### src/rtl/saane_pkg.sv
// ----------------------------------------------------------------------------
// saane_pkg
// Shared types, command codes and AES-128 helper functions for the
// NAL unit encryptor.
// ----------------------------------------------------------------------------
package saane_pkg;

	// command codes passed from front to back
	typedef logic [1:0] cmd_kind_t;
	localparam cmd_kind_t CMD_START = 2'd0;
	localparam cmd_kind_t CMD_RAW   = 2'd1;
	localparam cmd_kind_t CMD_ESC   = 2'd2;
	localparam cmd_kind_t CMD_BLOCK = 2'd3;

	// single bytes travel in the top byte of data
	typedef struct packed {
		cmd_kind_t    kind;
		logic [127:0] data;
	} cmd_t;

	// configuration register indexes
	typedef logic [1:0] cfg_idx_t;
	localparam cfg_idx_t REG_KEY_HIGH = 2'd0;
	localparam cfg_idx_t REG_KEY_LOW  = 2'd1;
	localparam cfg_idx_t REG_IV_HIGH  = 2'd2;
	localparam cfg_idx_t REG_IV_LOW   = 2'd3;

	localparam logic [7:0] PREVENTION_BYTE = 8'h03;
	localparam int unsigned MIN_ENC_LEN    = 48;
	localparam int unsigned FIRST_BLOCK    = 32;
	localparam int unsigned BLOCK_STRIDE   = 160;
	localparam int unsigned BLOCK_BYTES    = 16;
	localparam logic [4:0]  TYPE_SLICE     = 5'd1;
	localparam logic [4:0]  TYPE_IDR       = 5'd5;
	localparam logic [3:0]  LAST_ROUND     = 4'd10;

	localparam logic [7:0] SBOX [256] = '{
		8'h63, 8'h7c, 8'h77, 8'h7b, 8'hf2, 8'h6b, 8'h6f, 8'hc5,
		8'h30, 8'h01, 8'h67, 8'h2b, 8'hfe, 8'hd7, 8'hab, 8'h76,
		8'hca, 8'h82, 8'hc9, 8'h7d, 8'hfa, 8'h59, 8'h47, 8'hf0,
		8'had, 8'hd4, 8'ha2, 8'haf, 8'h9c, 8'ha4, 8'h72, 8'hc0,
		8'hb7, 8'hfd, 8'h93, 8'h26, 8'h36, 8'h3f, 8'hf7, 8'hcc,
		8'h34, 8'ha5, 8'he5, 8'hf1, 8'h71, 8'hd8, 8'h31, 8'h15,
		8'h04, 8'hc7, 8'h23, 8'hc3, 8'h18, 8'h96, 8'h05, 8'h9a,
		8'h07, 8'h12, 8'h80, 8'he2, 8'heb, 8'h27, 8'hb2, 8'h75,
		8'h09, 8'h83, 8'h2c, 8'h1a, 8'h1b, 8'h6e, 8'h5a, 8'ha0,
		8'h52, 8'h3b, 8'hd6, 8'hb3, 8'h29, 8'he3, 8'h2f, 8'h84,
		8'h53, 8'hd1, 8'h00, 8'hed, 8'h20, 8'hfc, 8'hb1, 8'h5b,
		8'h6a, 8'hcb, 8'hbe, 8'h39, 8'h4a, 8'h4c, 8'h58, 8'hcf,
		8'hd0, 8'hef, 8'haa, 8'hfb, 8'h43, 8'h4d, 8'h33, 8'h85,
		8'h45, 8'hf9, 8'h02, 8'h7f, 8'h50, 8'h3c, 8'h9f, 8'ha8,
		8'h51, 8'ha3, 8'h40, 8'h8f, 8'h92, 8'h9d, 8'h38, 8'hf5,
		8'hbc, 8'hb6, 8'hda, 8'h21, 8'h10, 8'hff, 8'hf3, 8'hd2,
		8'hcd, 8'h0c, 8'h13, 8'hec, 8'h5f, 8'h97, 8'h44, 8'h17,
		8'hc4, 8'ha7, 8'h7e, 8'h3d, 8'h64, 8'h5d, 8'h19, 8'h73,
		8'h60, 8'h81, 8'h4f, 8'hdc, 8'h22, 8'h2a, 8'h90, 8'h88,
		8'h46, 8'hee, 8'hb8, 8'h14, 8'hde, 8'h5e, 8'h0b, 8'hdb,
		8'he0, 8'h32, 8'h3a, 8'h0a, 8'h49, 8'h06, 8'h24, 8'h5c,
		8'hc2, 8'hd3, 8'hac, 8'h62, 8'h91, 8'h95, 8'he4, 8'h79,
		8'he7, 8'hc8, 8'h37, 8'h6d, 8'h8d, 8'hd5, 8'h4e, 8'ha9,
		8'h6c, 8'h56, 8'hf4, 8'hea, 8'h65, 8'h7a, 8'hae, 8'h08,
		8'hba, 8'h78, 8'h25, 8'h2e, 8'h1c, 8'ha6, 8'hb4, 8'hc6,
		8'he8, 8'hdd, 8'h74, 8'h1f, 8'h4b, 8'hbd, 8'h8b, 8'h8a,
		8'h70, 8'h3e, 8'hb5, 8'h66, 8'h48, 8'h03, 8'hf6, 8'h0e,
		8'h61, 8'h35, 8'h57, 8'hb9, 8'h86, 8'hc1, 8'h1d, 8'h9e,
		8'he1, 8'hf8, 8'h98, 8'h11, 8'h69, 8'hd9, 8'h8e, 8'h94,
		8'h9b, 8'h1e, 8'h87, 8'he9, 8'hce, 8'h55, 8'h28, 8'hdf,
		8'h8c, 8'ha1, 8'h89, 8'h0d, 8'hbf, 8'he6, 8'h42, 8'h68,
		8'h41, 8'h99, 8'h2d, 8'h0f, 8'hb0, 8'h54, 8'hbb, 8'h16
	};

	function automatic logic [7:0] xtime(input logic [7:0] a);
		return {a[6:0], 1'b0} ^ (a[7] ? 8'h1b : 8'h00);
	endfunction

	// byte i of a block sits at bits 127-8i down
	function automatic logic [7:0] get_byte(input logic [127:0] s, input int unsigned i);
		return s[127 - 8 * i -: 8];
	endfunction

	// next round key from the current one
	function automatic logic [127:0] key_next(input logic [127:0] rk, input logic [7:0] rcon);
		logic [31:0] w0, w1, w2, w3, t;
		w3 = rk[31:0];
		t  = {SBOX[w3[23:16]] ^ rcon, SBOX[w3[15:8]], SBOX[w3[7:0]], SBOX[w3[31:24]]};
		w0 = rk[127:96] ^ t;
		w1 = rk[95:64] ^ w0;
		w2 = rk[63:32] ^ w1;
		w3 = rk[31:0] ^ w2;
		return {w0, w1, w2, w3};
	endfunction

	// one cipher round; mix column step left out on the last round
	function automatic logic [127:0] aes_round(input logic [127:0] s, input logic [127:0] rk,
		input logic mix);
		logic [7:0] t [16];
		logic [7:0] a0, a1, a2, a3;
		logic [127:0] r;
		r = '0;
		for (int c = 0; c < 4; c++) begin
			for (int j = 0; j < 4; j++) begin
				t[j + 4 * c] = SBOX[get_byte(s, j + 4 * ((c + j) % 4))];
			end
		end
		if (mix) begin
			for (int c = 0; c < 4; c++) begin
				a0 = t[4 * c];
				a1 = t[4 * c + 1];
				a2 = t[4 * c + 2];
				a3 = t[4 * c + 3];
				t[4 * c]     = xtime(a0) ^ xtime(a1) ^ a1 ^ a2 ^ a3;
				t[4 * c + 1] = a0 ^ xtime(a1) ^ xtime(a2) ^ a2 ^ a3;
				t[4 * c + 2] = a0 ^ a1 ^ xtime(a2) ^ xtime(a3) ^ a3;
				t[4 * c + 3] = xtime(a0) ^ a0 ^ a1 ^ a2 ^ xtime(a3);
			end
		end
		for (int i = 0; i < 16; i++) begin
			r[127 - 8 * i -: 8] = t[i];
		end
		return r ^ rk;
	endfunction

endpackage

### src/rtl/saane_front.sv
// ----------------------------------------------------------------------------
// saane_front
// Accepts input transactions, tracks unit offsets and block positions,
// gathers block bytes and issues commands to the back end.
// ----------------------------------------------------------------------------
module saane_front #(
	parameter int OFFSET_BITS = 32
) (
	input  logic              clk,
	input  logic              arst_n,
	input  logic              in_valid,
	output logic              in_ready,
	input  logic              action,
	input  logic [4:0]        nal_type,
	input  logic [31:0]       unit_length,
	input  logic [7:0]        data_byte,
	output logic              cmd_push,
	output saane_pkg::cmd_t   cmd,
	input  logic              cmd_full
);

	localparam logic [OFFSET_BITS-1:0] NO_BLOCK = '1;

	logic                   encrypting_q;
	logic [OFFSET_BITS-1:0] offset_q;
	logic [OFFSET_BITS-1:0] next_blk_q;
	logic [OFFSET_BITS-1:0] limit_q;
	logic [3:0]             fill_q;
	logic [119:0]           gather_q;
	logic                   accept;
	logic                   is_enc_type;
	logic                   in_block;
	logic [OFFSET_BITS:0]   nxt;

	assign in_ready = !cmd_full;
	assign accept   = in_valid && in_ready;

	assign is_enc_type = (nal_type == saane_pkg::TYPE_SLICE) ||
		(nal_type == saane_pkg::TYPE_IDR);
	assign in_block = encrypting_q && (next_blk_q != NO_BLOCK) && (offset_q >= next_blk_q);
	assign nxt = {1'b0, next_blk_q} + (OFFSET_BITS+1)'(saane_pkg::BLOCK_STRIDE);

	// command selection
	always_comb begin
		cmd.kind = saane_pkg::CMD_START;
		cmd.data = {data_byte, 120'd0};
		cmd_push = 1'b0;
		if (accept) begin
			if (!action) begin
				cmd_push = 1'b1;
			end else if (!encrypting_q) begin
				cmd.kind = saane_pkg::CMD_RAW;
				cmd_push = 1'b1;
			end else if (!in_block) begin
				cmd.kind = saane_pkg::CMD_ESC;
				cmd_push = 1'b1;
			end else begin
				cmd.kind = saane_pkg::CMD_BLOCK;
				cmd.data = {gather_q, data_byte};
				cmd_push = (fill_q == 4'd15);
			end
		end
	end

	// block gathering shift register
	always_ff @(posedge clk) begin
		if (accept && action && in_block) begin
			gather_q <= {gather_q[111:0], data_byte};
		end
	end

	// unit tracking
	always_ff @(posedge clk or negedge arst_n) begin
		if (!arst_n) begin
			encrypting_q <= 1'b0;
			offset_q     <= '0;
			next_blk_q   <= '0;
			limit_q      <= '0;
			fill_q       <= '0;
		end else if (accept) begin
			if (!action) begin
				fill_q <= '0;
				if (is_enc_type && (unit_length > 32'(saane_pkg::MIN_ENC_LEN))) begin
					encrypting_q <= 1'b1;
					offset_q     <= '0;
					next_blk_q   <= OFFSET_BITS'(saane_pkg::FIRST_BLOCK);
					limit_q      <= OFFSET_BITS'(unit_length - 32'(saane_pkg::BLOCK_BYTES));
				end else begin
					encrypting_q <= 1'b0;
				end
			end else begin
				if (in_block) begin
					fill_q <= fill_q + 4'd1;
					if (fill_q == 4'd15) begin
						next_blk_q <= (nxt >= {1'b0, limit_q}) ? NO_BLOCK
							: nxt[OFFSET_BITS-1:0];
					end
				end
				if (encrypting_q && (offset_q != NO_BLOCK)) begin
					offset_q <= offset_q + 1'b1;
				end
			end
		end
	end

endmodule

### config.mk
export PLATFORM = sky130hd
export DESIGN_NAME = saane_front
export DESIGN_NICKNAME = d
export VERILOG_FILES = /design/src/rtl/saane_pkg.sv /design/src/rtl/saane_front.sv
export SDC_FILE = /design/constraint.sdc
export NUM_CORES = 1
export LEC_CHECK = 0
export ABC_AREA = 0
export BUFFER_PORTS_ARGS = -buffer_cell sky130_fd_sc_hd__buf_2
export CAP_MARGIN = 20
export CORE_MARGIN = 4
export CORE_UTILIZATION = 40
export CTS_CLUSTER_SIZE = 25
export DETAILED_ROUTE_END_ITERATION = 6
export GPL_TIMING_DRIVEN = 0
export PLACE_DENSITY = 0.7
export SLEW_MARGIN = 20
export SYNTH_ARGS = -nofsm -noshare
export SYNTH_HDL_FRONTEND = slang
export SYNTH_SLANG_ARGS = --single-unit
### constraint.sdc
create_clock -name clk -period 3.85 [get_ports clk]
set_clock_uncertainty 0.1 [all_clocks]
set_input_delay 0.385 -clock clk [delete_from_list [all_inputs] [get_ports clk]]
set_output_delay 0.385 -clock clk [all_outputs]
set_load 0.05 [all_outputs]
==> results.json <==
{
  "wl_per_cell_um": 19.6,
  "regToRegStartpoint": "next_blk_q[6]",
  "antenna_found_initial": 0,
  "route.antenna.remaining_nets": 0,
  "worst_pin_slew_ns": 0.791,
  "post_route_cells_drive_above_1_share_pct": 33.8,
  "static-leakage-power_uw": 0.00692,
  "avgViaCountPerCell": 5.33,
  "power_per_cell_area_mw_per_mm2": 334,
  "chipWidth_um": 177,
  "grt_pass1_vias": 8722,
  "synthesis.instances": 1055,
  "starting_density_of_the_core_pct": 40.9,
  "switching_power_uw": 1300,
  "combinationalPowerShare_pct": 11.0,
  "vdd.ir_drop.worst_mv": 0.300,
  "htree_num_levels": 1,
  "mappedNetlistArea_sq_mm": 0.0115,
  "clock-sinks": 217,
  "cts_tree": "yes",
  "unrepaired_setup_endpoints_after_global_routing": "true",
  "slew_violations": 0,
  "violations": "negative setup slack",
  "synth.avg_cell_area_sq_um": 10.9,
  "synth.ff_latch_count": 217,
  "worst-r2r-setup-slack_ns": -0.05,
  "finalNonFillerCells": 1734,
  "intPower_uw": 4070,
  "r2r.worst_path.cells": 19,
  "timing.critical_path.from": "next_blk_q[17]",
  "synthFlopType": "sky130_fd_sc_hd__edfxtp_1",
  "seqPwrFrac_pct": 47.6,
  "timing.final.crit_period_ns": 3.90,
  "nFillCells": 2186,
  "critical_path_class": "reg -> out",
  "die_area_sq_mm": 0.0314,
  "buffer_ports.inserted": 179,
  "pwr-share-clk_pct": 41.3,
  "diodes": 0,
  "routed_wl_mm": 33.9,
  "achievable-frequency_ghz": 0.256,
  "floorplan.die.height_um": 177,
  "grt_overflow_total": 0,
  "gp_routability_congestion": 0.843,
  "ys_seq_area_share_pct": 52.6,
  "switching_share_of_power_pct": 24.2,
  "via_count": 9244,
  "worstReg2RegEnd": "next_blk_q[25]",
  "synth_warn": 0,
  "clock_tree.buffer_depth": 3,
  "run_status": "finished, violations left",
  "drcViolationCount": 0,
  "synth_enable_flop_cells": 120,
  "ctsRootBufferMaster": "sky130_fd_sc_hd__clkbuf_16",
  "hpwlAfterDp_mm": 21.5,
  "pin_count": 182,
  "syn-num-nets": 1174,
  "grt_pass1_wl_mm": 47.7,
  "dpl.cell_count": 1613,
  "postSynth.asyncResetShare_pct": 44.7,
  "area.sequential_sq_mm": 0.00604,
  "grt_usage_pct": 18.9,
  "mostFrequentLayoutCell": "sky130_fd_sc_hd__edfxtp_1",
  "hold_violations": 0,
  "slew_headroom_pct": 46.8,
  "floorplan.rows": 61,
  "firstDrtPassIters": 5,
  "cts_inserted_buffers": 24,
  "timing.final.ws_setup_ns": -0.0542,
  "final_nets": 1457,
  "drv_cap": 0,
  "critPathMaxFanout": 5,
  "critical_path.endpoint_type": "output pin",
  "worst_hold_startpoint": "unit_length[4]",
  "data_arrival_time_of_the_worst_path_ns": 3.42,
  "holdPathStages": 2,
  "hold-worst-slack_ns": 0.0510,
  "most-common-layout-cells": "sky130_fd_sc_hd__edfxtp_1 (120), sky130_fd_sc_hd__nand2_1 (106), sky130_fd_sc_hd__dfrtp_1 (88)",
  "yosys.cell_types.count": 65,
  "min-delay-path-class": "in -> reg",
  "placement.setup.worst_slack_ns": -0.756,
  "insertion_delay_to_the_later_sink_of_the_worst_skew_pair_ns": 0.52,
  "post-route-period-util_pct": 101,
  "cp-start-kind": "register",
  "timing.critical_path.required_ns": 3.37,
  "first_iter_violations": 702,
  "report.final.setup_viol": 66,
  "area_growth_syn_to_layout_pct": 40.2,
  "timing.critical_path.to": "cmd[92]",
  "core_area_sq_mm": 0.0280,
  "cts.reportedPaths.clkPinSlew_ns": 0.06,
  "largest_net_degree_at_the_start_of_global_routing": 65,
  "area_taken_by_multi_input_logic_gates_sq_mm": 0.00546
}
routing by layer:
metal / wire, um / vias up / global-route usage [%]
met2: 17100 / 341 / 32.8
met4: 1200 / 0 / 5.22
met3: 2100 / 84 / 3.69
met5: 0 / - / 0
li1: - / 4271 / -
met1: 13500 / 4548 / 24.3
worst min path at each step:
stage	end	slack [ns]
after floorplan	encrypting_q	-0.01
after global placement	gather_q[56]	0.32
after detailed placement	limit_q[5]	0.23
after CTS	limit_q[4]	0.04
after global routing	limit_q[4]	0.06
final	limit_q[4]	0.05
sequential cells by signal, indices dropped and copies added, names as in the netlist:
| register | flops |
|---|---|
| offset_q | 32 |
| limit_q | 32 |
| encrypting_q | 1 |
| fill_q | 4 |
| next_blk_q | 28 |
| gather_q | 120 |
logic make-up after synthesis:
kind of cell               after synthesis  share of synthesized area [%]
muxes                                   12                           1.43
DFF                                    217                           52.6
and+or+nand+nor                        415                           19.3
xor gates and xnor gates                72                           5.50
adders and majority gates               69                           7.53
AOI/OAI and AO/OA                      157                           8.90
buffers and inverters                  113                           4.75
critical path, stage by stage (launching register included):
cell and delay [ns]:
sky130_fd_sc_hd__dfrtp_1 0.41, sky130_fd_sc_hd__nand4_2 0.31, sky130_fd_sc_hd__nor4_4 0.45, sky130_fd_sc_hd__nand4_2 0.19
sky130_fd_sc_hd__a22oi_2 0.29, sky130_fd_sc_hd__o21ai_4 0.10, sky130_fd_sc_hd__and2_4 0.15, sky130_fd_sc_hd__and3_4 0.23
sky130_fd_sc_hd__buf_12 0.15, sky130_fd_sc_hd__clkbuf_16 0.16, sky130_fd_sc_hd__clkbuf_16 0.15, sky130_fd_sc_hd__and2_4 0.16
sky130_fd_sc_hd__buf_8 0.14
final cells by class:
type                            count  area share, %
Multi-Input combinational cell    725           33.9
Clock buffer                       34           4.22
Tap cell                          378           2.94
Sequential cell                   217           37.6
Inverter                           73           1.74
Clock inverter                     10          0.514
Timing Repair Buffer              260           17.0
Buffer                             37           2.02
power by group through the flow:
stage,Combinational [uW],Clock (uW),Sequential [uW]
detailed placement,465,0,2610
floorplan,313,0,2600
global route,662,2360,2570
global placement,445,0,2600
CTS,531,2260,2560
finish,593,2220,2560
through the flow:
step / power [uW] / util (%) / TNS, ns / area, sq um
floorplan: 2910 / - / 0 / 11500
global placement: 3050 / 45.9 / -20.76 / 12800
detailed placement: 3070 / 46.0 / -20.66 / 12900
CTS: 5350 / 52.8 / -0.0101 / 14800
global route: 5590 / 57.4 / -14.47 / 16100
finish: 5380 / 57.4 / -1.96 / 16100
timing repair:
| item | in CTS | in global routing |
|---|---|---|
| setup endpoints to repair | 156 | 156 |
| gates cloned | 4 | 7 |
| hold endpoints to repair | 53 | 0 |
| pin swaps | 18 | 39 |
| gates resized for setup | 211 | 277 |
| buffers inserted | 31 | 25 |
| hold buffers | 13 | 0 |
cells in the mapped netlist, drive strengths merged, types with 7 or more instances:
master,n,area share (%)
xor2,25,1.9
mux2,11,1.3
dfrtp,97,21
xnor2,47,3.6
and3,14,0.82
ha,69,7.5
nor3,14,0.65
and4,13,0.99
edfxtp,120,31
nor2,59,1.9
buf,24,1.8
a21oi,35,1.5
nand3,25,1.1
a2bb2oi,18,1.4
inv,72,2.4
nand2,110,3.6
a21o,7,0.46
a22oi,7,0.50
o21ai,50,2.2
or3,9,0.49
nand4,22,1.3
nor4,8,0.57
and2,128,7.0
clkbuf,16,0.52
Note: power is estimated with default switching activity, not from simulation.
