[src/rtl/saane_pkg.sv]
// ----------------------------------------------------------------------------
// saane_pkg
// Shared types, command codes and AES-128 helper functions for the
// NAL unit encryptor.
// ----------------------------------------------------------------------------
package saane_pkg;

	// command codes passed from front to back
	typedef logic [1:0] cmd_kind_t;
	localparam cmd_kind_t CMD_START = 2'd0;
	localparam cmd_kind_t CMD_RAW   = 2'd1;
	localparam cmd_kind_t CMD_ESC   = 2'd2;
	localparam cmd_kind_t CMD_BLOCK = 2'd3;

	// single bytes travel in the top byte of data
	typedef struct packed {
		cmd_kind_t    kind;
		logic [127:0] data;
	} cmd_t;

	// configuration register indexes
	typedef logic [1:0] cfg_idx_t;
	localparam cfg_idx_t REG_KEY_HIGH = 2'd0;
	localparam cfg_idx_t REG_KEY_LOW  = 2'd1;
	localparam cfg_idx_t REG_IV_HIGH  = 2'd2;
	localparam cfg_idx_t REG_IV_LOW   = 2'd3;

	localparam logic [7:0] PREVENTION_BYTE = 8'h03;
	localparam int unsigned MIN_ENC_LEN    = 48;
	localparam int unsigned FIRST_BLOCK    = 32;
	localparam int unsigned BLOCK_STRIDE   = 160;
	localparam int unsigned BLOCK_BYTES    = 16;
	localparam logic [4:0]  TYPE_SLICE     = 5'd1;
	localparam logic [4:0]  TYPE_IDR       = 5'd5;
	localparam logic [3:0]  LAST_ROUND     = 4'd10;

	localparam logic [7:0] SBOX [256] = '{
		8'h63, 8'h7c, 8'h77, 8'h7b, 8'hf2, 8'h6b, 8'h6f, 8'hc5,
		8'h30, 8'h01, 8'h67, 8'h2b, 8'hfe, 8'hd7, 8'hab, 8'h76,
		8'hca, 8'h82, 8'hc9, 8'h7d, 8'hfa, 8'h59, 8'h47, 8'hf0,
		8'had, 8'hd4, 8'ha2, 8'haf, 8'h9c, 8'ha4, 8'h72, 8'hc0,
		8'hb7, 8'hfd, 8'h93, 8'h26, 8'h36, 8'h3f, 8'hf7, 8'hcc,
		8'h34, 8'ha5, 8'he5, 8'hf1, 8'h71, 8'hd8, 8'h31, 8'h15,
		8'h04, 8'hc7, 8'h23, 8'hc3, 8'h18, 8'h96, 8'h05, 8'h9a,
		8'h07, 8'h12, 8'h80, 8'he2, 8'heb, 8'h27, 8'hb2, 8'h75,
		8'h09, 8'h83, 8'h2c, 8'h1a, 8'h1b, 8'h6e, 8'h5a, 8'ha0,
		8'h52, 8'h3b, 8'hd6, 8'hb3, 8'h29, 8'he3, 8'h2f, 8'h84,
		8'h53, 8'hd1, 8'h00, 8'hed, 8'h20, 8'hfc, 8'hb1, 8'h5b,
		8'h6a, 8'hcb, 8'hbe, 8'h39, 8'h4a, 8'h4c, 8'h58, 8'hcf,
		8'hd0, 8'hef, 8'haa, 8'hfb, 8'h43, 8'h4d, 8'h33, 8'h85,
		8'h45, 8'hf9, 8'h02, 8'h7f, 8'h50, 8'h3c, 8'h9f, 8'ha8,
		8'h51, 8'ha3, 8'h40, 8'h8f, 8'h92, 8'h9d, 8'h38, 8'hf5,
		8'hbc, 8'hb6, 8'hda, 8'h21, 8'h10, 8'hff, 8'hf3, 8'hd2,
		8'hcd, 8'h0c, 8'h13, 8'hec, 8'h5f, 8'h97, 8'h44, 8'h17,
		8'hc4, 8'ha7, 8'h7e, 8'h3d, 8'h64, 8'h5d, 8'h19, 8'h73,
		8'h60, 8'h81, 8'h4f, 8'hdc, 8'h22, 8'h2a, 8'h90, 8'h88,
		8'h46, 8'hee, 8'hb8, 8'h14, 8'hde, 8'h5e, 8'h0b, 8'hdb,
		8'he0, 8'h32, 8'h3a, 8'h0a, 8'h49, 8'h06, 8'h24, 8'h5c,
		8'hc2, 8'hd3, 8'hac, 8'h62, 8'h91, 8'h95, 8'he4, 8'h79,
		8'he7, 8'hc8, 8'h37, 8'h6d, 8'h8d, 8'hd5, 8'h4e, 8'ha9,
		8'h6c, 8'h56, 8'hf4, 8'hea, 8'h65, 8'h7a, 8'hae, 8'h08,
		8'hba, 8'h78, 8'h25, 8'h2e, 8'h1c, 8'ha6, 8'hb4, 8'hc6,
		8'he8, 8'hdd, 8'h74, 8'h1f, 8'h4b, 8'hbd, 8'h8b, 8'h8a,
		8'h70, 8'h3e, 8'hb5, 8'h66, 8'h48, 8'h03, 8'hf6, 8'h0e,
		8'h61, 8'h35, 8'h57, 8'hb9, 8'h86, 8'hc1, 8'h1d, 8'h9e,
		8'he1, 8'hf8, 8'h98, 8'h11, 8'h69, 8'hd9, 8'h8e, 8'h94,
		8'h9b, 8'h1e, 8'h87, 8'he9, 8'hce, 8'h55, 8'h28, 8'hdf,
		8'h8c, 8'ha1, 8'h89, 8'h0d, 8'hbf, 8'he6, 8'h42, 8'h68,
		8'h41, 8'h99, 8'h2d, 8'h0f, 8'hb0, 8'h54, 8'hbb, 8'h16
	};

	function automatic logic [7:0] xtime(input logic [7:0] a);
		return {a[6:0], 1'b0} ^ (a[7] ? 8'h1b : 8'h00);
	endfunction

	// byte i of a block sits at bits 127-8i down
	function automatic logic [7:0] get_byte(input logic [127:0] s, input int unsigned i);
		return s[127 - 8 * i -: 8];
	endfunction

	// next round key from the current one
	function automatic logic [127:0] key_next(input logic [127:0] rk, input logic [7:0] rcon);
		logic [31:0] w0, w1, w2, w3, t;
		w3 = rk[31:0];
		t  = {SBOX[w3[23:16]] ^ rcon, SBOX[w3[15:8]], SBOX[w3[7:0]], SBOX[w3[31:24]]};
		w0 = rk[127:96] ^ t;
		w1 = rk[95:64] ^ w0;
		w2 = rk[63:32] ^ w1;
		w3 = rk[31:0] ^ w2;
		return {w0, w1, w2, w3};
	endfunction

	// one cipher round; mix column step left out on the last round
	function automatic logic [127:0] aes_round(input logic [127:0] s, input logic [127:0] rk,
		input logic mix);
		logic [7:0] t [16];
		logic [7:0] a0, a1, a2, a3;
		logic [127:0] r;
		r = '0;
		for (int c = 0; c < 4; c++) begin
			for (int j = 0; j < 4; j++) begin
				t[j + 4 * c] = SBOX[get_byte(s, j + 4 * ((c + j) % 4))];
			end
		end
		if (mix) begin
			for (int c = 0; c < 4; c++) begin
				a0 = t[4 * c];
				a1 = t[4 * c + 1];
				a2 = t[4 * c + 2];
				a3 = t[4 * c + 3];
				t[4 * c]     = xtime(a0) ^ xtime(a1) ^ a1 ^ a2 ^ a3;
				t[4 * c + 1] = a0 ^ xtime(a1) ^ xtime(a2) ^ a2 ^ a3;
				t[4 * c + 2] = a0 ^ a1 ^ xtime(a2) ^ xtime(a3) ^ a3;
				t[4 * c + 3] = xtime(a0) ^ a0 ^ a1 ^ a2 ^ xtime(a3);
			end
		end
		for (int i = 0; i < 16; i++) begin
			r[127 - 8 * i -: 8] = t[i];
		end
		return r ^ rk;
	endfunction

endpackage

[src/rtl/saane_queue.sv]
// ----------------------------------------------------------------------------
// saane_queue
// Two-entry command queue between the front and back ends.
// ----------------------------------------------------------------------------
module saane_queue (
	input  logic            clk,
	input  logic            arst_n,
	input  logic            push,
	input  saane_pkg::cmd_t push_cmd,
	output logic            full,
	input  logic            pop,
	output logic            not_empty,
	output saane_pkg::cmd_t head
);

	saane_pkg::cmd_t entry_q [2];
	logic            wr_ptr_q;
	logic            rd_ptr_q;
	logic [1:0]      count_q;

	assign full      = (count_q == 2'd2);
	assign not_empty = (count_q != 2'd0);
	assign head      = entry_q[rd_ptr_q];

	// entry storage
	always_ff @(posedge clk) begin
		if (push) begin
			entry_q[wr_ptr_q] <= push_cmd;
		end
	end

	// pointers and occupancy
	always_ff @(posedge clk or negedge arst_n) begin
		if (!arst_n) begin
			wr_ptr_q <= 1'b0;
			rd_ptr_q <= 1'b0;
			count_q  <= '0;
		end else begin
			if (push) begin
				wr_ptr_q <= !wr_ptr_q;
			end
			if (pop) begin
				rd_ptr_q <= !rd_ptr_q;
			end
			count_q <= count_q + {1'b0, push} - {1'b0, pop};
		end
	end

	a_no_overflow: assert property (@(posedge clk) disable iff (!arst_n)
		!(push && full && !pop))
		else $error("command queue overflow");
	a_no_underflow: assert property (@(posedge clk) disable iff (!arst_n)
		!(pop && !not_empty))
		else $error("command queue underflow");
	a_count_range: assert property (@(posedge clk) disable iff (!arst_n)
		count_q != 2'd3)
		else $error("command queue count out of range");

endmodule

[config.mk]
export PLATFORM = sky130hd
export DESIGN_NAME = saane_queue
export DESIGN_NICKNAME = d
export VERILOG_FILES = /design/src/rtl/saane_pkg.sv /design/src/rtl/saane_queue.sv
export SDC_FILE = /design/constraint.sdc
export NUM_CORES = 1
export LEC_CHECK = 0
export BUFFER_PORTS_ARGS = -buffer_cell sky130_fd_sc_hd__buf_2
export CORE_MARGIN = 4
export CORE_UTILIZATION = 50
export CTS_CLUSTER_DIAMETER = 150
export CTS_CLUSTER_SIZE = 24
export DETAILED_ROUTE_END_ITERATION = 8
export GPL_TIMING_DRIVEN = 0
export PLACE_DENSITY = 0.76
export SLEW_MARGIN = 30
export SYNTH_ARGS = -nofsm -noshare
export SYNTH_HDL_FRONTEND = slang
export SYNTH_SLANG_ARGS = --single-unit
[constraint.sdc]
create_clock -name clk -period 7.8 [get_ports clk]
set_input_delay 0 -clock clk [delete_from_list [all_inputs] [get_ports clk]]
set_output_delay 0 -clock clk [all_outputs]
set_load 0.01 [all_outputs]
==> results of run 1 <==
## layout make-up
| cell class | count | area (um^2) | area share (%) |
|---|---|---|---|
| flip-flops and latches | 264 | 7908 | 58.17 |
| clock buffers | 24 | 409.1 | 3.010 |
| repair buffers | 407 | 2888 | 21.24 |
| plain buffers | 15 | 147.6 | 1.086 |
| multi-input cells | 139 | 1903 | 14.00 |
| well taps | 265 | 331.6 | 2.439 |
| inverters | 2 | 7.507 | 0.05522 |
## stage by stage
stage	hold WS, ns	setup WS (ns)	TNS [ns]	area, um^2	std cells
after detailed placement	-0.1855	6.008	0	11840	958
after global placement	-0.1960	-1.490	-192.21	11610	950
after global routing	0.2315	5.897	0	13590	1116
final	0.2395	5.978	0	13590	1116
after floorplan	-0.2956	1.018	0	9956	420
after CTS	0.2185	5.951	0	13590	1116
## cells in the mapped netlist
| master | count |
|---|---|
| edfxtp_1 | 260 |
| mux2_4 | 90 |
| mux2_2 | 40 |
| buf_6 | 10 |
| buf_2 | 4 |
| dfrtp_1 | 4 |
| ha_1 | 2 |
| inv_1 | 2 |
| nor2b_1 | 2 |
| xor2_1 | 2 |
| and2_1 | 1 |
| buf_8 | 1 |
| or2_2 | 1 |
| xor3_1 | 1 |
## flip-flops by register name (all words and copies together) (netlist names)
register and flops:
rd_ptr_q 1, entry_q 260, wr_ptr_q 1, count_q 2
## final timing paths
path                               start               to  cells after the start
max                             wr_ptr_q   entry_q[0][85]                      4
min                        push_cmd[103]  entry_q[0][103]                      2
max reg2reg                     wr_ptr_q   entry_q[0][85]                      4
min reg2reg                     wr_ptr_q         wr_ptr_q                      1
max in group asynchronous         arst_n       count_q[0]                      3
min in group asynchronous         arst_n         rd_ptr_q                      3
## cells by family (layout without fill, tap and decap cells)
kind of cell               after synthesis  in the layout
DFF                                    264            264
muxes                                  130            130
buffers and inverters                   17            448
and+or+nand+nor                          4              4
xor gates and xnor gates                 3              3
adders and majority gates                2              2
## routing by layer
layer	GRT usage [%]	up-vias	part of all wire (%)
met3	3.981	37	6.4
met2	34.71	204	53
met5	0	-	0
met4	4.668	0	2.1
li1	-	2497	-
met1	21.96	2720	38
## power by group
part | switching, uW | leakage, uW | internal, uW | total (uW)
Combinational | 768 | 0.00274 | 825 | 1590
Sequential | 74.4 | 0.00249 | 1880 | 1950
Clock | 401 | 0.000195 | 362 | 763
Total | 1240 | 0.00543 | 3060 | 4310
==> impl_metrics.csv, run 1 <==
group,metric,value,unit
critical_path,path_class,"reg2reg",
finish,drive_gt1_share,51.23,%
critical_path,crit_family,"buffers and inverters",
finish,antennaDiodeCount,0,
critical_path,crit_arrival,2.00,ns
die,die-area,22230,um^2
route,vias_per_cell,4.891,
sta,worstMarginPinSlew,0.5383,ns
finish,final_common_cell,"buf_2",
synthesis,yosys_warnings,0,
die,io_pins,266,
critical_path,cp_data_required_time,7.98,ns
clocking,clkTransAtPathRegs,0.09,ns
synthesis,ys_seq_area_share,79.43,%
finish,fin_util,69.62,%
synthesis,synth_fp_nets,556,
grt,grt_first_pass_wirelength,32380,um
route,routed_wirelength,21320,um
route,vias,5458,
synthesis,synth.distinct_cells,14,
synthesis,synth-xor-area-share,0.4147,%
route,ant_nets,0,
grt,antenna_found_initial,0,
clocking,clockRootBuffer,"clkbuf_16",
synthesis,syn_avg_cell_area,23.70,um^2
critical_path,path_cells,"nor2b_4 -> buf_16 -> buf_16 -> buf_16",
grt,gr-total-overflow,0,
die,initial_core_util,50.99,%
die,core-area,19530,um^2
grt,first_global_vias,6071,
route,wl_per_cell,19.10,um
synthesis,synthMuxAreaShare,18.10,%
synthesis,synth_simple_gate_area_share,0.2514,%
synthesis,synth_fa_ha_area_share,0.2514,%
min_path,min_path_type,"in2reg",
synthesis,synthCells,420,
clocking,cts-hold-fix-buffers,134,
sta,slew-limit-headroom,64.11,%
clocking,cts_tree,"yes",
sta,final_max_slew_viol_count,0,
sta,post-route-min-period,1.822,ns
pwr,peakVddDrop,0.2305,mV
grt,grt_use_total,18.63,%
critical_path,cpMaxStageDelayCell,"dfrtp_1",
critical_path,start_kind,"register",
clocking,postCtsSetupRepairBufs,0,
route,firstDrtPassIters,6,
die,die_x,149.1,um
pwr,power,4307,uW
route,drc,0,
placed_design,gp_congestion,0.7537,
clocking,htreeDepth,1,
sta,setup_viol,0,
sta,skew,0.01495,ns
critical_path,max_stage_delay,0.46,ns
synthesis,yosysTopAreaCellShare,78.42,%
critical_path,crit_buf_inv,3,
grt,grt_max_degree,50,
critical_path,path_max_fanout,23,
finish,mostFrequentLayoutCells,"buf_2, edfxtp_1, dlygate4sd3_1",
pwr,power_density,316.8,nW/um^2
clocking,clock_sink_count,264,
sta,finalHoldViolCount,0,
die,fp-row-count,51,
synthesis,ys_seq_elements,264,
clocking,cts_buffers,14,
finish,area_growth,36.55,%
critical_path,reg2reg_slack,5.98,ns
clocking,cts_resized,0,
placed_design,hpwl,13370,um
synthesis,synth-compound-area-share,0,%
synthesis,synth_top_family_by_area,"multiplexers",
sta,rsz0062_at_grt,"no",
synthesis,syn_area,9956,um^2
flow_run,cap_violations,0,
placed_design,io_buffers,265,
finish,nets,979,
route,drt_iter0_markers,250,
pwr,power_leakage,0.005427,uW
clocking,cts_buffer_depth,3,
die,fp.dieH,149.1,um
run_status,outcome,"completed",
clocking,insertion_delay,0.47,ns
critical_path,cp-end-kind,"register",
synthesis,yosys.area.top_type,"edfxtp_1",
finish,fillers,1213,
critical_path,critPathMostFrequentCell,"buf_16",
synthesis,synth.area.top_cells,"edfxtp_1, mux2_4, mux2_2, buf_6, dfrtp_1",
sta,max_freq,548.8,MHz
sta,final.period_utilization,23.36,%
Note: power is estimated with default switching activity, not from simulation.
==> run 2, diff against run 1 <==
--- a/config.mk
+++ b/config.mk
@@ -5,14 +5,15 @@
 export SDC_FILE = /design/constraint.sdc
 export NUM_CORES = 1
 export LEC_CHECK = 0
+export ABC_AREA = 1
 export BUFFER_PORTS_ARGS = -buffer_cell sky130_fd_sc_hd__buf_2
 export CORE_MARGIN = 4
-export CORE_UTILIZATION = 50
+export CORE_UTILIZATION = 47
 export CTS_CLUSTER_DIAMETER = 150
 export CTS_CLUSTER_SIZE = 24
 export DETAILED_ROUTE_END_ITERATION = 8
 export GPL_TIMING_DRIVEN = 0
-export PLACE_DENSITY = 0.76
+export PLACE_DENSITY = 0.75
 export SLEW_MARGIN = 30
 export SYNTH_ARGS = -nofsm -noshare
 export SYNTH_HDL_FRONTEND = slang
==> constraint.sdc (replaced) <==
create_clock -name clk -period 1.6 [get_ports clk]
set_input_delay 0 -clock clk [delete_from_list [all_inputs] [get_ports clk]]
set_output_delay 0 -clock clk [all_outputs]
set_load 0.01 [all_outputs]
==> impl_metrics.csv, run 2 <==
group,metric,value,unit
run_status,outcome,"finished, violations left",
run_status,violations,"negative setup slack",
die,fp-row-count,53,
pwr,power,22750,uW
grt,first_global_vias,6950,
placed_design,io_buffers,265,
sta,finalWorstSetupSlack,-0.09268,ns
finish,reg.largest.list,"entry_q: 260 flops, count_q: 2 flops",
grt,grtUsageMet3,4.673,%
sta,setup_viol,123,
synthesis,synth_most_common_cell,"edfxtp_1",
pwr,peakVddDrop,1.536,mV
critical_path,crit_buf_inv,4,
synthesis,yosys_warnings,0,
finish,drive_gt1_share,36.20,%
die,fp.dieH,154.8,um
route,wl_per_cell,16.87,um
sta,worstMarginPinSlew,0.2824,ns
placed_design,dp_slack,-0.1143,ns
finish,mostFrequentLayoutCells,"edfxtp_1, buf_2, inv_1",
clocking,cts_tree,"yes",
grt,gr-total-overflow,0,
die,die_x,154.8,um
sta,rsz0062_at_grt,"yes",
synthesis,syn_area,10130,um^2
critical_path,start_kind,"register",
route,drt_iter0_markers,336,
synthesis,synth_fp_nets,840,
sta,skew,0.01575,ns
clocking,clockRootBuffer,"clkbuf_16",
pwr,power_leakage,0.006044,uW
synthesis,synthCells,704,
min_path,min_path_type,"in2reg",
critical_path,critPathMostFrequentCell,"buf_12",
grt,grt_first_pass_wirelength,36470,um
clocking,clock_sink_count,264,
placed_design,gp_congestion,0.7627,
critical_path,max_stage_delay,0.42,ns
critical_path,path_max_fanout,11,
grt,grt_use_total,19.16,%
critical_path,cp-end-kind,"output port",
critical_path,cpMaxStageDelayCell,"dfrtp_1",
sta,finalHoldViolCount,0,
synthesis,yosys.area.top_type,"edfxtp_1",
sta,max_freq,590.8,MHz
synthesis,synthArstFlopShare,1.515,%
synthesis,ys_top_cells_by_count,"edfxtp_1, inv_1, nand2_1, o21ai_2, o21ai_0",
finish,largest_register_ff_count,260,
critical_path,path_class,"reg2out",
synthesis,synth_ff_type,"edfxtp_1",
critical_path,crit_family,"buffers and inverters",
clocking,htreeDepth,1,
die,core-area,21090,um^2
synthesis,ys_seq_elements,264,
grt,groute.layer.met1.usage,22.42,%
critical_path,path_cells,"buf_12 -> clkbuf_16 -> buf_12 -> o21ai_2 -> buf_2",
critical_path,cp_data_required_time,1.60,ns
sta,slew-limit-headroom,81.17,%
route,ant_nets,0,
synthesis,synth.distinct_cells,16,
finish,area_growth,40.47,%
route,drc,0,
placed_design,hpwl,15480,um
synthesis,synth.area.top_cells,"edfxtp_1, o21ai_2, inv_1, nand2_1, o21ai_0",
synthesis,syn_avg_cell_area,14.39,um^2
clocking,insertion_delay,0.48,ns
pwr,power_density,1599,nW/um^2
finish,nets,1272,
sta,final_max_slew_viol_count,0,
die,die-area,23970,um^2
route,firstDrtPassIters,5,
sta,post-route-min-period,1.693,ns
flow_run,cap_violations,0,
route,vias,6712,
grt,top_usage_layer,"met2",
synthesis,yosysTopAreaCellShare,77.06,%
grt,met2_usage,35.65,%
route,vias_per_cell,4.743,
grt,grt_max_degree,27,
clocking,cts_buffer_depth,3,
finish,regMostFlops,"entry_q",
die,initial_core_util,48.05,%
route,routed_wirelength,23870,um
die,io_pins,266,
critical_path,crit_arrival,1.69,ns
grt,antenna_found_initial,2,
clocking,clkTransAtPathRegs,0.10,ns
finish,final_common_cell,"edfxtp_1",
synthesis,ys_seq_area_share,78.04,%
sta,final.period_utilization,105.8,%
clocking,cts_buffers,14,
synthesis,synth_edf_count,260,
run 2: cell types whose count changed after synthesis, moves of 5 or more:
cell	previous run	this run
o21ai_1	0	13
mux2_2	40	0
clkbuf_1	0	6
o21ai_0	0	57
mux2_4	90	0
buf_6	10	16
o21ai_2	0	60
nand2_1	0	137
buf_4	0	5
inv_1	2	137
run 2: area by class of cell:
type,count,area [um^2]
Inverter,137,518.0
Tap cell,275,344.1
Fill cell,1418,6855
Buffer,29,370.4
Multi-Input combinational cell,274,1572
Timing Repair Buffer,416,3129
Sequential cell,264,7908
Antenna cell,2,5.005
Clock buffer,18,386.6
run 2: worst paths after layout:
kind                              startpoint              end  slack, ns  depth (start not counted)
worst max-delay path                rd_ptr_q        head[104]      -0.09                          5
worst max register to register      wr_ptr_q  entry_q[1][117]       0.10                          4
worst min-delay path            push_cmd[35]   entry_q[0][35]       0.24                          2
min in group asynchronous             arst_n         rd_ptr_q       0.43                          3
max in group asynchronous             arst_n       count_q[0]       1.00                          3
worst min register to register      wr_ptr_q         wr_ptr_q       0.57                          1
run 2: report_power, final:
group          internal [uW]  switching [uW]
logic                   4100            5500
clock network           1710            2000
registers               9140             314
run 2: timing repair:
action / CTS / global route
cloned: 0 / 2
endpoints found under the setup margin: 166 / 130
setup buffers: 2 / 0
gates resized for setup: 69 / 48
endpoints found under the hold margin: 268 / 0
pin swaps: 2 / 0
hold buffers: 134 / 0
run 2: cells by family after synthesis:
kind of cell | Yosys count | synth area share (%)
AOI/OAI and AO/OA | 130 | 8.644
and+or+nand+nor | 140 | 5.199
adders and majority gates | 2 | 0.2469
buffers and inverters | 166 | 7.693
DFF | 264 | 78.04
xor gates and xnor gates | 2 | 0.1729
run 2: layer usage:
metal	routed length, um	share of wire [%]
met2	12690	53
met1	8950	37
met5	0	0
met3	1753	7.3
met4	480	2.0
run 2: worst reg2reg max path, cell delays in order (launching register included):
cell and delay [ns]:
dfrtp_1 0.44, nand2_2 0.10, clkinvlp_4 0.25, buf_12 0.27
buf_16 0.19
run 2: through the flow:
| step | cells | setup TNS, ns | area (um^2) | hold slack, ns | utilization (%) |
|---|---|---|---|---|---|
| 6_report | 1415 | -4.097 | 14230 | 0.2385 | 67.49 |
| 5_1_grt | 1415 | -14.84 | 14230 | 0.2233 | 67.49 |
| 4_1_cts | 1411 | -6.829 | 14040 | 0.2089 | 66.57 |
| 3_5_place_dp | 1257 | -3.681 | 12160 | -0.1879 | 57.66 |
| 3_3_place_gp | 1244 | -601.59 | 11820 | -0.1890 | 56.03 |
| 2_1_floorplan | 704 | -308.86 | 10150 | -0.2956 | - |
